[src/sv/cip_pkg.sv]
// Shared types and constants for the index parser core.
// No dependencies; imported by every module of the block.
package cip_pkg;

   // Depth of the queue between the byte classifier and the parser.
   localparam int CIP_QUEUE_DEPTH = 4;

   localparam int LEN_W    = 32;
   localparam int STATUS_W = 4;

   // Result status codes
   localparam logic [STATUS_W-1:0] ST_OBJECT  = 4'd0;
   localparam logic [STATUS_W-1:0] ST_EMPTY   = 4'd1;
   localparam logic [STATUS_W-1:0] ST_TRUNC   = 4'd2;
   localparam logic [STATUS_W-1:0] ST_OFFSIZE = 4'd3;
   localparam logic [STATUS_W-1:0] ST_OVERRUN = 4'd4;
   localparam logic [STATUS_W-1:0] ST_ZERO    = 4'd5;
   localparam logic [STATUS_W-1:0] ST_FIRST   = 4'd6;
   localparam logic [STATUS_W-1:0] ST_BOUNDS  = 4'd7;
   localparam logic [STATUS_W-1:0] ST_ORDER   = 4'd8;

   // One classified byte, as queued from front to back.
   typedef struct packed {
      logic             start;     // first byte of a region
      logic [7:0]       data;
      logic [LEN_W-1:0] length;    // region length, meaningful with start
      logic             short4;    // region too short for the count
      logic             short5;    // region too short for the offset size byte
   } cip_item_type;

endpackage

[src/sv/cip_front.sv]
// Input stage: registers a request word and classifies the region length.
// Depends on cip_pkg.
module cip_front
   import cip_pkg::*;
(
   input  logic             clock,
   input  logic             reset,
   input  logic             in_valid,
   output logic             in_ready,
   input  logic             in_start,
   input  logic [7:0]       in_data,
   input  logic [LEN_W-1:0] in_length,
   output logic             out_valid,
   input  logic             out_ready,
   output cip_item_type     out_item
);

   logic         vld_ff, vld_in;
   cip_item_type item_ff, item_in;
   logic         take;

   assign in_ready = !vld_ff || out_ready;
   assign take     = in_valid && in_ready;

   always_comb begin
      item_in.start  = in_start;
      item_in.data   = in_data;
      item_in.length = in_length;
      item_in.short4 = in_length < LEN_W'(4);
      item_in.short5 = in_length < LEN_W'(5);
      vld_in = take || (vld_ff && !out_ready);
   end

   always_ff @(posedge clock) begin
      if (reset) begin
         vld_ff <= 1'b0;
      end else begin
         vld_ff <= vld_in;
      end
   end

   always_ff @(posedge clock) begin
      if (take) begin
         item_ff <= item_in;
      end
   end

   assign out_valid = vld_ff;
   assign out_item  = item_ff;

endmodule

[src/sv/cip_queue.sv]
// Small FIFO of classified bytes between the front stage and the parser.
// Depends on cip_pkg.
module cip_queue
   import cip_pkg::*;
#(
   parameter int DEPTH = CIP_QUEUE_DEPTH
) (
   input  logic         clock,
   input  logic         reset,
   input  logic         push,
   output logic         push_ready,
   input  cip_item_type push_item,
   output logic         pop_valid,
   input  logic         pop,
   output cip_item_type pop_item
);

   localparam int PTR_W = (DEPTH > 1) ? $clog2(DEPTH) : 1;
   localparam int CNT_W = $clog2(DEPTH + 1);
   localparam logic [PTR_W-1:0] LAST_PTR = PTR_W'(DEPTH - 1);

   cip_item_type     slots_ff [DEPTH];
   logic [PTR_W-1:0] wr_ptr_ff, wr_ptr_in;
   logic [PTR_W-1:0] rd_ptr_ff, rd_ptr_in;
   logic [CNT_W-1:0] count_ff, count_in;
   logic             do_push, do_pop;

   assign push_ready = count_ff != CNT_W'(DEPTH);
   assign pop_valid  = count_ff != '0;
   assign do_push    = push && push_ready;
   assign do_pop     = pop && pop_valid;
   assign pop_item   = slots_ff[rd_ptr_ff];

   always_comb begin
      wr_ptr_in = wr_ptr_ff;
      rd_ptr_in = rd_ptr_ff;
      count_in  = count_ff;
      if (do_push) begin
         wr_ptr_in = (wr_ptr_ff == LAST_PTR) ? '0 : wr_ptr_ff + 1'b1;
      end
      if (do_pop) begin
         rd_ptr_in = (rd_ptr_ff == LAST_PTR) ? '0 : rd_ptr_ff + 1'b1;
      end
      if (do_push && !do_pop) begin
         count_in = count_ff + 1'b1;
      end else if (do_pop && !do_push) begin
         count_in = count_ff - 1'b1;
      end
   end

   always_ff @(posedge clock) begin
      if (reset) begin
         wr_ptr_ff <= '0;
         rd_ptr_ff <= '0;
         count_ff  <= '0;
      end else begin
         wr_ptr_ff <= wr_ptr_in;
         rd_ptr_ff <= rd_ptr_in;
         count_ff  <= count_in;
      end
   end

   always_ff @(posedge clock) begin
      if (do_push) begin
         slots_ff[wr_ptr_ff] <= push_item;
      end
   end

endmodule

[src/sv/cip_back.sv]
// Parser: walks count, offset size and offset array, checks each field,
// and holds the result word in an output register. Depends on cip_pkg.
module cip_back
   import cip_pkg::*;
(
   input  logic                clock,
   input  logic                reset,
   input  logic                in_valid,
   output logic                in_pop,
   input  cip_item_type        in_item,
   output logic                rsp_valid,
   input  logic                rsp_ready,
   output logic [STATUS_W-1:0] rsp_status,
   output logic [LEN_W-1:0]    rsp_offset,
   output logic [LEN_W-1:0]    rsp_length,
   output logic [LEN_W-1:0]    rsp_count,
   output logic                rsp_last
);

   localparam logic [1:0] PH_IDLE    = 2'd0;
   localparam logic [1:0] PH_COUNT   = 2'd1;
   localparam logic [1:0] PH_OFFSIZE = 2'd2;
   localparam logic [1:0] PH_OFFSETS = 2'd3;

   logic [1:0]       phase_ff,    phase_in;
   logic [LEN_W-1:0] len_ff,      len_in;
   logic             lt5_ff,      lt5_in;
   logic [LEN_W-1:0] count_ff,    count_in;
   logic [LEN_W:0]   cnt_p1_ff,   cnt_p1_in;
   logic [2:0]       obytes_ff,   obytes_in;
   logic [1:0]       bif_ff,      bif_in;
   logic [LEN_W-1:0] acc_ff,      acc_in;
   logic [LEN_W-1:0] entry_ff,    entry_in;
   logic [LEN_W-1:0] ds_m1_ff,    ds_m1_in;    // data start minus one
   logic [LEN_W-1:0] prev_end_ff, prev_end_in;
   logic [LEN_W-1:0] prev_acc_ff, prev_acc_in;

   logic                rsp_valid_ff, rsp_valid_in;
   logic [STATUS_W-1:0] status_ff,    status_in;
   logic [LEN_W-1:0]    offset_ff,    offset_in;
   logic [LEN_W-1:0]    length_ff,    length_in;
   logic [LEN_W-1:0]    rcount_ff,    rcount_in;
   logic                last_ff,      last_in;

   logic             step;
   logic             emit;
   logic [7:0]       b;
   logic [1:0]       bif_next;
   logic [LEN_W-1:0] shifted_count;
   logic [LEN_W-1:0] shifted_acc;
   logic [LEN_W+3:0] ds_m1_wide;
   logic [LEN_W:0]   abs_end;

   assign step   = in_valid && (!rsp_valid_ff || rsp_ready);
   assign in_pop = step;
   assign b      = in_item.data;

   assign bif_next      = bif_ff + 2'd1;
   assign shifted_count = {count_ff[LEN_W-9:0], b};
   assign shifted_acc   = {acc_ff[LEN_W-9:0], b};
   // 4 + (count + 1) * offset size; small multiplier, at most 4
   assign ds_m1_wide    = (LEN_W+4)'(4) + (LEN_W+4)'(cnt_p1_ff) * (LEN_W+4)'(b[2:0]);
   assign abs_end       = {1'b0, ds_m1_ff} + {1'b0, shifted_acc};

   always_comb begin
      phase_in    = phase_ff;
      len_in      = len_ff;
      lt5_in      = lt5_ff;
      count_in    = count_ff;
      cnt_p1_in   = cnt_p1_ff;
      obytes_in   = obytes_ff;
      bif_in      = bif_ff;
      acc_in      = acc_ff;
      entry_in    = entry_ff;
      ds_m1_in    = ds_m1_ff;
      prev_end_in = prev_end_ff;
      prev_acc_in = prev_acc_ff;
      emit        = 1'b0;
      status_in   = ST_OBJECT;
      offset_in   = '0;
      length_in   = '0;
      last_in     = 1'b1;

      if (step) begin
         if (in_item.start) begin
            len_in   = in_item.length;
            lt5_in   = in_item.short5;
            count_in = '0;
            if (in_item.short4) begin
               emit      = 1'b1;
               status_in = ST_TRUNC;
               phase_in  = PH_IDLE;
            end else begin
               count_in = LEN_W'(b);
               bif_in   = 2'd1;
               phase_in = PH_COUNT;
            end
         end else begin
            case (phase_ff)
               PH_COUNT: begin
                  count_in = shifted_count;
                  bif_in   = bif_next;
                  if (bif_next == 2'd0) begin
                     cnt_p1_in = {1'b0, shifted_count} + 1'b1;
                     if (shifted_count == '0) begin
                        emit      = 1'b1;
                        status_in = ST_EMPTY;
                        phase_in  = PH_IDLE;
                     end else if (lt5_ff) begin
                        emit      = 1'b1;
                        status_in = ST_TRUNC;
                        phase_in  = PH_IDLE;
                     end else begin
                        phase_in = PH_OFFSIZE;
                     end
                  end
               end
               PH_OFFSIZE: begin
                  if (b < 8'd1 || b > 8'd4) begin
                     emit      = 1'b1;
                     status_in = ST_OFFSIZE;
                     phase_in  = PH_IDLE;
                  end else if (ds_m1_wide >= (LEN_W+4)'(len_ff)) begin
                     emit      = 1'b1;
                     status_in = ST_OVERRUN;
                     phase_in  = PH_IDLE;
                  end else begin
                     obytes_in = b[2:0];
                     ds_m1_in  = ds_m1_wide[LEN_W-1:0];
                     bif_in    = 2'd0;
                     acc_in    = '0;
                     entry_in  = '0;
                     phase_in  = PH_OFFSETS;
                  end
               end
               PH_OFFSETS: begin
                  acc_in = shifted_acc;
                  bif_in = bif_next;
                  // offset size 4 completes when the byte counter wraps to zero
                  if (bif_next == obytes_ff[1:0]) begin
                     bif_in = 2'd0;
                     acc_in = '0;
                     if (shifted_acc == '0) begin
                        emit      = 1'b1;
                        status_in = ST_ZERO;
                        phase_in  = PH_IDLE;
                     end else if (entry_ff == '0 && shifted_acc != LEN_W'(1)) begin
                        emit      = 1'b1;
                        status_in = ST_FIRST;
                        phase_in  = PH_IDLE;
                     end else if (abs_end > {1'b0, len_ff}) begin
                        emit      = 1'b1;
                        status_in = ST_BOUNDS;
                        phase_in  = PH_IDLE;
                     end else if (entry_ff == '0) begin
                        prev_end_in = abs_end[LEN_W-1:0];
                        prev_acc_in = shifted_acc;
                        entry_in    = LEN_W'(1);
                     end else if (shifted_acc < prev_acc_ff) begin
                        // same base on both ends, so offsets order like ends
                        emit      = 1'b1;
                        status_in = ST_ORDER;
                        phase_in  = PH_IDLE;
                     end else begin
                        emit        = 1'b1;
                        status_in   = ST_OBJECT;
                        offset_in   = prev_end_ff;
                        length_in   = shifted_acc - prev_acc_ff;
                        prev_end_in = abs_end[LEN_W-1:0];
                        prev_acc_in = shifted_acc;
                        if (entry_ff >= count_ff) begin
                           last_in  = 1'b1;
                           phase_in = PH_IDLE;
                        end else begin
                           last_in  = 1'b0;
                           entry_in = entry_ff + 1'b1;
                        end
                     end
                  end
               end
               default: begin
                  phase_in = PH_IDLE;
               end
            endcase
         end
      end

      rcount_in = count_in;
      if (emit) begin
         rsp_valid_in = 1'b1;
      end else if (rsp_ready) begin
         rsp_valid_in = 1'b0;
      end else begin
         rsp_valid_in = rsp_valid_ff;
      end
   end

   always_ff @(posedge clock) begin
      if (reset) begin
         phase_ff     <= PH_IDLE;
         rsp_valid_ff <= 1'b0;
      end else begin
         phase_ff     <= phase_in;
         rsp_valid_ff <= rsp_valid_in;
      end
   end

   always_ff @(posedge clock) begin
      len_ff      <= len_in;
      lt5_ff      <= lt5_in;
      count_ff    <= count_in;
      cnt_p1_ff   <= cnt_p1_in;
      obytes_ff   <= obytes_in;
      bif_ff      <= bif_in;
      acc_ff      <= acc_in;
      entry_ff    <= entry_in;
      ds_m1_ff    <= ds_m1_in;
      prev_end_ff <= prev_end_in;
      prev_acc_ff <= prev_acc_in;
      if (emit) begin
         status_ff <= status_in;
         offset_ff <= offset_in;
         length_ff <= length_in;
         rcount_ff <= rcount_in;
         last_ff   <= last_in;
      end
   end

   assign rsp_valid  = rsp_valid_ff;
   assign rsp_status = status_ff;
   assign rsp_offset = offset_ff;
   assign rsp_length = length_ff;
   assign rsp_count  = rcount_ff;
   assign rsp_last   = last_ff;

endmodule

[src/sv/cff2_index_parser_core.sv]
// Index region parser core: top level.
// Depends on cip_pkg, cip_front, cip_queue and cip_back.
//  - req channel carries one region byte per word. req_tuser high marks
//    the first byte of a region and samples the region length; the parser
//    restarts on it at once, even in the middle of a region.
//  - The region holds a 32-bit big-endian object count, an offset size
//    byte (1..4) and count+1 big-endian offsets. For each offset after the
//    first, one rsp word gives the object's start and length in the region.
//  - rsp_tuser carries the status (object, empty done, or an error code);
//    rsp_tlast marks the final word of a region. Parsing stops at the
//    first error; later bytes are dropped until the next start byte.
//  - A byte yields zero or one result word.
//  - Throughput: one byte per cycle, sustained while the result register is
//    free or rsp_tready is high; each parser step does shift, add and compares.
//  - From req acceptance to rsp_tvalid a byte passes the input register,
//    a queue slot and the parser step into the output register.
//  - When rsp_tready is low the parser holds its result and stops popping;
//    the queue fills, then req_tready drops.
//  - Reset (synchronous, active high) empties the queue and output register
//    and returns the parser to idle, waiting for a start byte.
module cff2_index_parser_core
   import cip_pkg::*;
#(
   parameter int QUEUE_DEPTH = CIP_QUEUE_DEPTH
) (
   input  logic        clock,
   input  logic        reset,
   // request channel
   input  logic        req_tvalid,
   output logic        req_tready,
   input  logic [39:0] req_tdata,   // [7:0] data_byte, [39:8] region_length
   input  logic        req_tuser,   // [0] start_req
   // result channel
   output logic        rsp_tvalid,
   input  logic        rsp_tready,
   output logic [95:0] rsp_tdata,   // [31:0] object_offset, [63:32] object_length,
                                    // [95:64] object_count
   output logic [3:0]  rsp_tuser,   // [3:0] status
   output logic        rsp_tlast
);

   cip_item_type front_item;
   cip_item_type queue_item;
   logic         front_valid;
   logic         queue_ready;
   logic         queue_valid;
   logic         back_pop;

   logic [LEN_W-1:0] rsp_offset;
   logic [LEN_W-1:0] rsp_length;
   logic [LEN_W-1:0] rsp_count;

   // Front: register and classify each incoming byte.
   cip_front u_front (
      .clock     (clock),
      .reset     (reset),
      .in_valid  (req_tvalid),
      .in_ready  (req_tready),
      .in_start  (req_tuser),
      .in_data   (req_tdata[7:0]),
      .in_length (req_tdata[39:8]),
      .out_valid (front_valid),
      .out_ready (queue_ready),
      .out_item  (front_item)
   );

   // Queue decoupling the front from the parser.
   cip_queue #(
      .DEPTH (QUEUE_DEPTH)
   ) u_queue (
      .clock      (clock),
      .reset      (reset),
      .push       (front_valid),
      .push_ready (queue_ready),
      .push_item  (front_item),
      .pop_valid  (queue_valid),
      .pop        (back_pop),
      .pop_item   (queue_item)
   );

   // Back: parser state machine and result register.
   cip_back u_back (
      .clock      (clock),
      .reset      (reset),
      .in_valid   (queue_valid),
      .in_pop     (back_pop),
      .in_item    (queue_item),
      .rsp_valid  (rsp_tvalid),
      .rsp_ready  (rsp_tready),
      .rsp_status (rsp_tuser),
      .rsp_offset (rsp_offset),
      .rsp_length (rsp_length),
      .rsp_count  (rsp_count),
      .rsp_last   (rsp_tlast)
   );

   assign rsp_tdata = {rsp_count, rsp_length, rsp_offset};

endmodule
[config.mk]
export PLATFORM = sky130hd
export DESIGN_NAME = cff2_index_parser_core
export DESIGN_NICKNAME = d
export VERILOG_FILES = /design/src/sv/cip_pkg.sv /design/src/sv/cip_front.sv /design/src/sv/cip_queue.sv /design/src/sv/cip_back.sv /design/src/sv/cff2_index_parser_core.sv
export SDC_FILE = /design/constraint.sdc
export NUM_CORES = 1
export LEC_CHECK = 0
export ABC_AREA = 0
export BUFFER_PORTS_ARGS = -buffer_cell sky130_fd_sc_hd__buf_2
export CORE_MARGIN = 5
export CORE_UTILIZATION = 45
export CTS_CLUSTER_DIAMETER = 120
export DETAILED_ROUTE_END_ITERATION = 12
export PLACE_DENSITY = 0.64
export SLEW_MARGIN = 20
export SYNTH_ARGS = -nofsm -noshare
export SYNTH_HDL_FRONTEND = slang
export SYNTH_SLANG_ARGS = --single-unit
[constraint.sdc]
create_clock -name clock -period 18.3 [get_ports clock]
set_input_delay 3.66 -clock clock [delete_from_list [all_inputs] [get_ports clock]]
set_output_delay 3.66 -clock clock [all_outputs]
set_load 0.02 [all_outputs]
==> results of run 1 <==
[cell families after synthesis]
logic type | share of synthesized area [%]
AO/OA/AOI/OAI | 9.59
flip-flops | 56.2
multiplexers | 3.25
XOR/XNOR | 3.98
buffers and inverters | 2.74
AND/OR/NAND/NOR | 11.8
adder cells (fa/ha/maj) | 12.4
[sequential cells by signal, summed over array words and instances (netlist names), 3 cells and up, named ones only]
name and cells:
u_back.prev_end_ff 32, u_back.len_ff 32, u_front.out_item 43, u_back.rsp_offset 32, u_back.entry_ff 32, u_back.rsp_length 32, u_back.acc_ff 24, u_back.count_ff 32
u_queue.slots_ff 172, u_back.rsp_status 4, u_back.ds_m1_ff 32, u_back.prev_acc_ff 32, u_queue.count_ff 3, u_back.cnt_p1_ff 33, u_back.rsp_count 32
[where the power goes]
part	internal (mW)	switching, mW
combinational	1.02	1.73
clock	0.697	0.527
sequential	1.73	0.0831
[synthesized netlist by cell type, types with 4 or more instances]
| cell | number |
|---|---|
| fa_1 | 35 |
| clkbuf_1 | 47 |
| or3_1 | 11 |
| a41o_1 | 4 |
| and3_1 | 21 |
| nand2b_1 | 15 |
| o31a_1 | 4 |
| o211ai_1 | 21 |
| o21ai_0 | 72 |
| mux4_2 | 42 |
| inv_1 | 155 |
| xor2_1 | 53 |
| xnor2_1 | 85 |
| a31oi_1 | 9 |
| a211o_1 | 4 |
| buf_2 | 4 |
| and4_1 | 12 |
| dfxtp_1 | 45 |
| nor2_1 | 145 |
| o22ai_1 | 5 |
| a21boi_0 | 8 |
| nor4_1 | 34 |
| a221oi_1 | 4 |
| nand4_1 | 40 |
| nor3_1 | 43 |
| a2111oi_0 | 6 |
| nand3_1 | 59 |
| a22o_1 | 32 |
| nor2b_1 | 9 |
| buf_1 | 4 |
| a21oi_1 | 130 |
| a211oi_1 | 23 |
| or2_2 | 8 |
| o21bai_1 | 9 |
| and2_1 | 148 |
| a21o_1 | 42 |
| ha_1 | 244 |
| o31ai_1 | 10 |
| o21a_1 | 19 |
| edfxtp_1 | 538 |
| nand2_1 | 135 |
[per-stage QoR]
| stage | worst slack (ns) | area [um2] |
|---|---|---|
| final | 9.54 | 34200 |
| after global routing | 8.76 | 34200 |
| after CTS | 9.54 | 34200 |
| after detailed placement | 9.59 | 32200 |
| after global placement | 9.66 | 32200 |
| after floorplan | 4.95 | 30300 |
[layer usage]
metal,GRT usage (%),wire length (um),up-vias
met4,5.65,1980,0
met5,0,0,-
met3,3.74,3920,117
met2,32.6,34700,457
li1,-,-,9319
met1,25.1,30800,9508
[final cells by class]
cell class	count	area, um2	area share [%]
Clock inverter	39	378	1.11
Multi-Input combinational cell	1597	12500	36.6
Inverter	156	586	1.71
Tap cell	873	1090	3.20
Clock buffer	77	1640	4.79
Timing Repair Buffer	170	908	2.66
Antenna cell	1	2.50	0.00732
Sequential cell	583	17100	49.9
[worst paths after layout]
kind,startpoint,end,slack (ns),depth (start not counted)
setup / recovery,flop,u_back.rsp_length[17]$_SDFFCE_PP0P_,9.54,25
hold / removal,u_front.out_item[6]$_DFFE_PP_,u_queue.slots_ff[3][6]$_DFFE_PP_,0.49,0
setup reg to reg,flop,u_back.rsp_length[17]$_SDFFCE_PP0P_,9.54,25
hold reg to reg,u_front.out_item[6]$_DFFE_PP_,u_queue.slots_ff[3][6]$_DFFE_PP_,0.49,0
==> results.md, run 1 <==
- Crit path buf inv count: 2
- Initial antenna violation count: 3
- Number of synthesized flops with an enable pin: 538
- CTS tree: done
- DIE HEIGHT: 270 um
- Min-delay worst type: flop to flop
- Worst-Skew Late Latency: 0.64 ns
- Critical Path Most Common Cell: a211oi_1
- Avg WL per Cell: 20.4 um
- Slew Limit Headroom: 28.3%
- Max Freq: 0.114 GHz
- DRC: 0
- # rows: 95
- Finished Layout Cells: 3496
- Startpoint Class: flop
- Pwr Total: 5.79 mW
- Final #Nets: 2893
- Synthesis Warnings: 0
- Crit path DAT: 8.99 ns
- Fin crit period: 8.76 ns
- Io pins: 148
- Async SR Flop Fraction: 0%
- DR vias: 19.4k
- First-pass GRT wire length: 111000 um
- Endpoints failing setup: 0
- Clock Root Buffer: clkbuf_16
- # H-tree levels: 2
- Worst Path Required: 18.53 ns
- Overall routing resource usage: 19.2%
- Final core utilization: 51.0%
- CP peak stage delay: 0.97 ns
- Drt first pass iters: 8
- Final Slew Violations: 0
- Final wirelength: 71400 um
- Yosys top cell area share: 53.3%
- Placed wire-length estimate: 52700 um
- FF+latch count, synth: 583
- LEAKAGE: 13.3 nW
- Hold-fix buffers, CTS: 0
- Port Buffers: 147
- Iter 0 DRT Violations: 1353
- Synth area leader: edfxtp_1
- GRT overflow: 0
- Syn Inst Count: 2394
- DRT antenna net count: 0
- Most common cell after layout, fill and taps aside: edfxtp_1
- Clock Skew: 0.0461 ns
- Max-capacitance violation count: 0
- Area contributors post-synth: edfxtp_1 53%, ha_1 10%, mux4_2 3.1%
- Unique masters post-synth: 77
- Layout cells sized above 1: 13.2%
- P&R area growth vs syn: 12.7%
- Status: finished clean
- Synthesized area: 0.0303 mm2
- Ys flop type: edfxtp_1
- Postcts setup bufs: 0
- FILL cells: 5803
- Setup_tns: 0 ns
- Clock tree buffer depth: 3
- CP Max Fanout: 58
- PostCTS Resize Cnt: 0
- Inst Count DP: 3379
- RSZ-0062 raised after global routing: no
- Vias in the first global route: 19.6k
- Clock slew at reported path FFs: 0.06 ns
- Via-to-Cell Ratio: 5.55
- Worst Tran Pin Value: 1.07 ns
- Fin crit share: 47.9%
- Peak supply drop: 0.101 mV
- Power density cells: 169 mW/mm2
- Largest net degree at the start of global routing: 65
- TritonCTS Sinks: 583
- Syn Nets: 2718
- Most frequent cells in the layout: 538 x edfxtp_1, 244 x ha_1, 155 x inv_1, 147 x buf_2, 144 x and2_1
- Starting Density: 45.2%
- Crit Path Class: flop to flop
- Avg Inst Size Synth: 12.7 um2
- Gp weighted congestion: 0.910
- Hold violation total from the final report: 0
- Die area: 0.0727 mm2
- Die width: 270 um
- Num CTS Buffers: 61
- Total core area: 0.0670 mm2
- Sequential share of the synthesized area: 56.2%
- Worst setup EP type: flop
- CP top delay family: compound AO/OA/AOI/OAI gates
- Hold slack: 0.494 ns
- Slowest-stage cell, CP: mux4_2
Power figures use the tool's default switching activity.
==> run 2: changes to the inputs <==
- PLACE_DENSITY: 0.64 -> 0.66
- clock period: 18.3 -> 7 ns (I/O delays scaled with it)
==> run 2 against run 1 <==
  * Worst setup slack got worse by 9.3 ns
  * Power rose to 2.7 times the previous value
  * Wire length is 3.0% higher
  * Count of clock-buffer cells in the layout shrank 8
  * Via count increased by 2.2%
==> results.md, run 2 (synthesized netlist as in run 1, its figures left out) <==
- Number of flip-flops in the largest register: 172
- Num CTS Buffers: 60
- Worst Path Required: 7.35 ns
- Clock slew at reported path FFs: 0.06 ns
- CP peak stage delay: 0.56 ns
- DRC: 0
- Min-delay worst type: flop to flop
- DR vias: 19.8k
- # H-tree levels: 2
- Worst-Skew Late Latency: 0.64 ns
- Fin crit share: 96.0%
- Gp weighted congestion: 0.934
- # rows: 95
- GRT overflow: 0
- Vias in the first global route: 20.0k
- Via-to-Cell Ratio: 5.56
- Die area: 0.0727 mm2
- Die width: 270 um
- Worst setup margin: 0.279 ns
- Fin crit period: 6.72 ns
- Peak supply drop: 0.381 mV
- Worst hold start: u_queue.rd_ptr_ff[1]$_SDFFE_PP0P_
- Slowest-stage cell, CP: mux4_2
- Status: finished clean
- Initial antenna violation count: 5
- Port Buffers: 147
- Hold-fix buffers, CTS: 0
- Worst setup EP type: flop
- Clock tree buffer depth: 3
- Most flops, register: u_queue.slots_ff
- Routed length on met3: 3770 um
- Critical Path Most Common Cell: ha_1
- Max-capacitance violation count: 0
- FILL cells: 5717
- Crit path buf inv count: 4
- Starting Density: 45.2%
- Clock Skew: 0.0533 ns
- DRT antenna net count: 0
- CP top delay family: compound AO/OA/AOI/OAI gates
- Io pins: 148
- Iter 0 DRT Violations: 1264
- DR WL met2: 36500 um
- Crit path DAT: 7.08 ns
- Crit Path Class: flop to flop
- Highest metal used: met4
- Avg WL per Cell: 20.6 um
- LEAKAGE: 13.8 nW
- Total core area: 0.0670 mm2
- CTS tree: done
- Most common cell after layout, fill and taps aside: edfxtp_1
- Antenna cell count: 0
- Hold violation total from the final report: 0
- P&R area growth vs syn: 15.9%
- Clock Root Buffer: clkbuf_16
- Met1 Routed Length: 31200 um
- Layout cells sized above 1: 16.7%
- Final wirelength: 73500 um
- Slew Limit Headroom: 22.2%
- Startpoint Class: flop
- Final core utilization: 52.5%
- Largest net degree at the start of global routing: 44
- DIE HEIGHT: 270 um
- Drt first pass iters: 7
- TritonCTS Sinks: 583
- Place WS: -0.166 ns
- Placed wire-length estimate: 55600 um
- Final #Nets: 2969
- CP Max Fanout: 17
- Power density cells: 450 mW/mm2
- Overall routing resource usage: 19.8%
- Max Freq: 0.149 GHz
- Most frequent cells in the layout: 538 x edfxtp_1, 242 x ha_1, 155 x inv_1, 147 x buf_2, 144 x and2_1
- Final Slew Violations: 0
- First-pass GRT wire length: 115000 um
- Worst Tran Pin Value: 1.16 ns
- Endpoints failing setup: 0
- RSZ-0062 raised after global routing: yes
[run 2: final timing paths]
path	end	slack, ns	cells past startpoint
max	u_back.rsp_length[11]$_SDFFCE_PP0P_	0.28	25
min	flop	0.48	2
max reg2reg	u_back.rsp_length[11]$_SDFFCE_PP0P_	0.28	25
min reg2reg	flop	0.48	2
[run 2: repair_timing]
item                                    4_1_cts  5_1_grt
gates resized for setup                      11       20
pin swaps                                     4       16
setup buffers                                 2        1
endpoints found under the setup margin      157      188
hold endpoints to repair                      0        0
gates cloned                                  2        0
[run 2: worst min-delay path: stages, from the launching register on]
cell and delay (ns):
dfxtp_1 0.31, nand2_1 0.05, a21oi_1 0.07
[run 2: where the power goes]
part	switching [mW]	total, mW	internal, mW
Clock	1.36	3.20	1.84
Sequential	0.220	4.74	4.52
Combinational	4.76	7.87	3.12
Total	6.34	15.8	9.48
[run 2: per-layer routing]
| layer | track usage (%) | up-vias |
|---|---|---|
| met3 | 2.83 | 122 |
| li1 | - | 9490 |
| met5 | 0 | - |
| met4 | 5.66 | 0 |
| met1 | 26.2 | 9725 |
| met2 | 34.3 | 492 |
[run 2: layout make-up]
class                   instances  area [um2]  share of cell area, %
clock buffers                  69        1540                   4.37
clock inverters                44         467                   1.33
inverters                     156         586                   1.67
multi-input cells            1597       12700                   36.2
flip-flops and latches        583       17100                   48.5
well taps                     873        1090                   3.11
repair buffers                247        1680                   4.77
[run 2: through the flow]
stage                     total power [mW]  instances  setup TNS [ns]  area (um2)  hold slack [ns]
after floorplan                       9.88       2394          -38.87       30500            0.454
after global placement                12.2       3451          -22.85       32900            0.461
after detailed placement              12.4       3451          -15.19       32900            0.472
after CTS                             15.8       3568               0       35100            0.482
after global routing                  16.9       3569          -0.547       35200            0.516
final                                 15.8       3569               0       35200            0.477
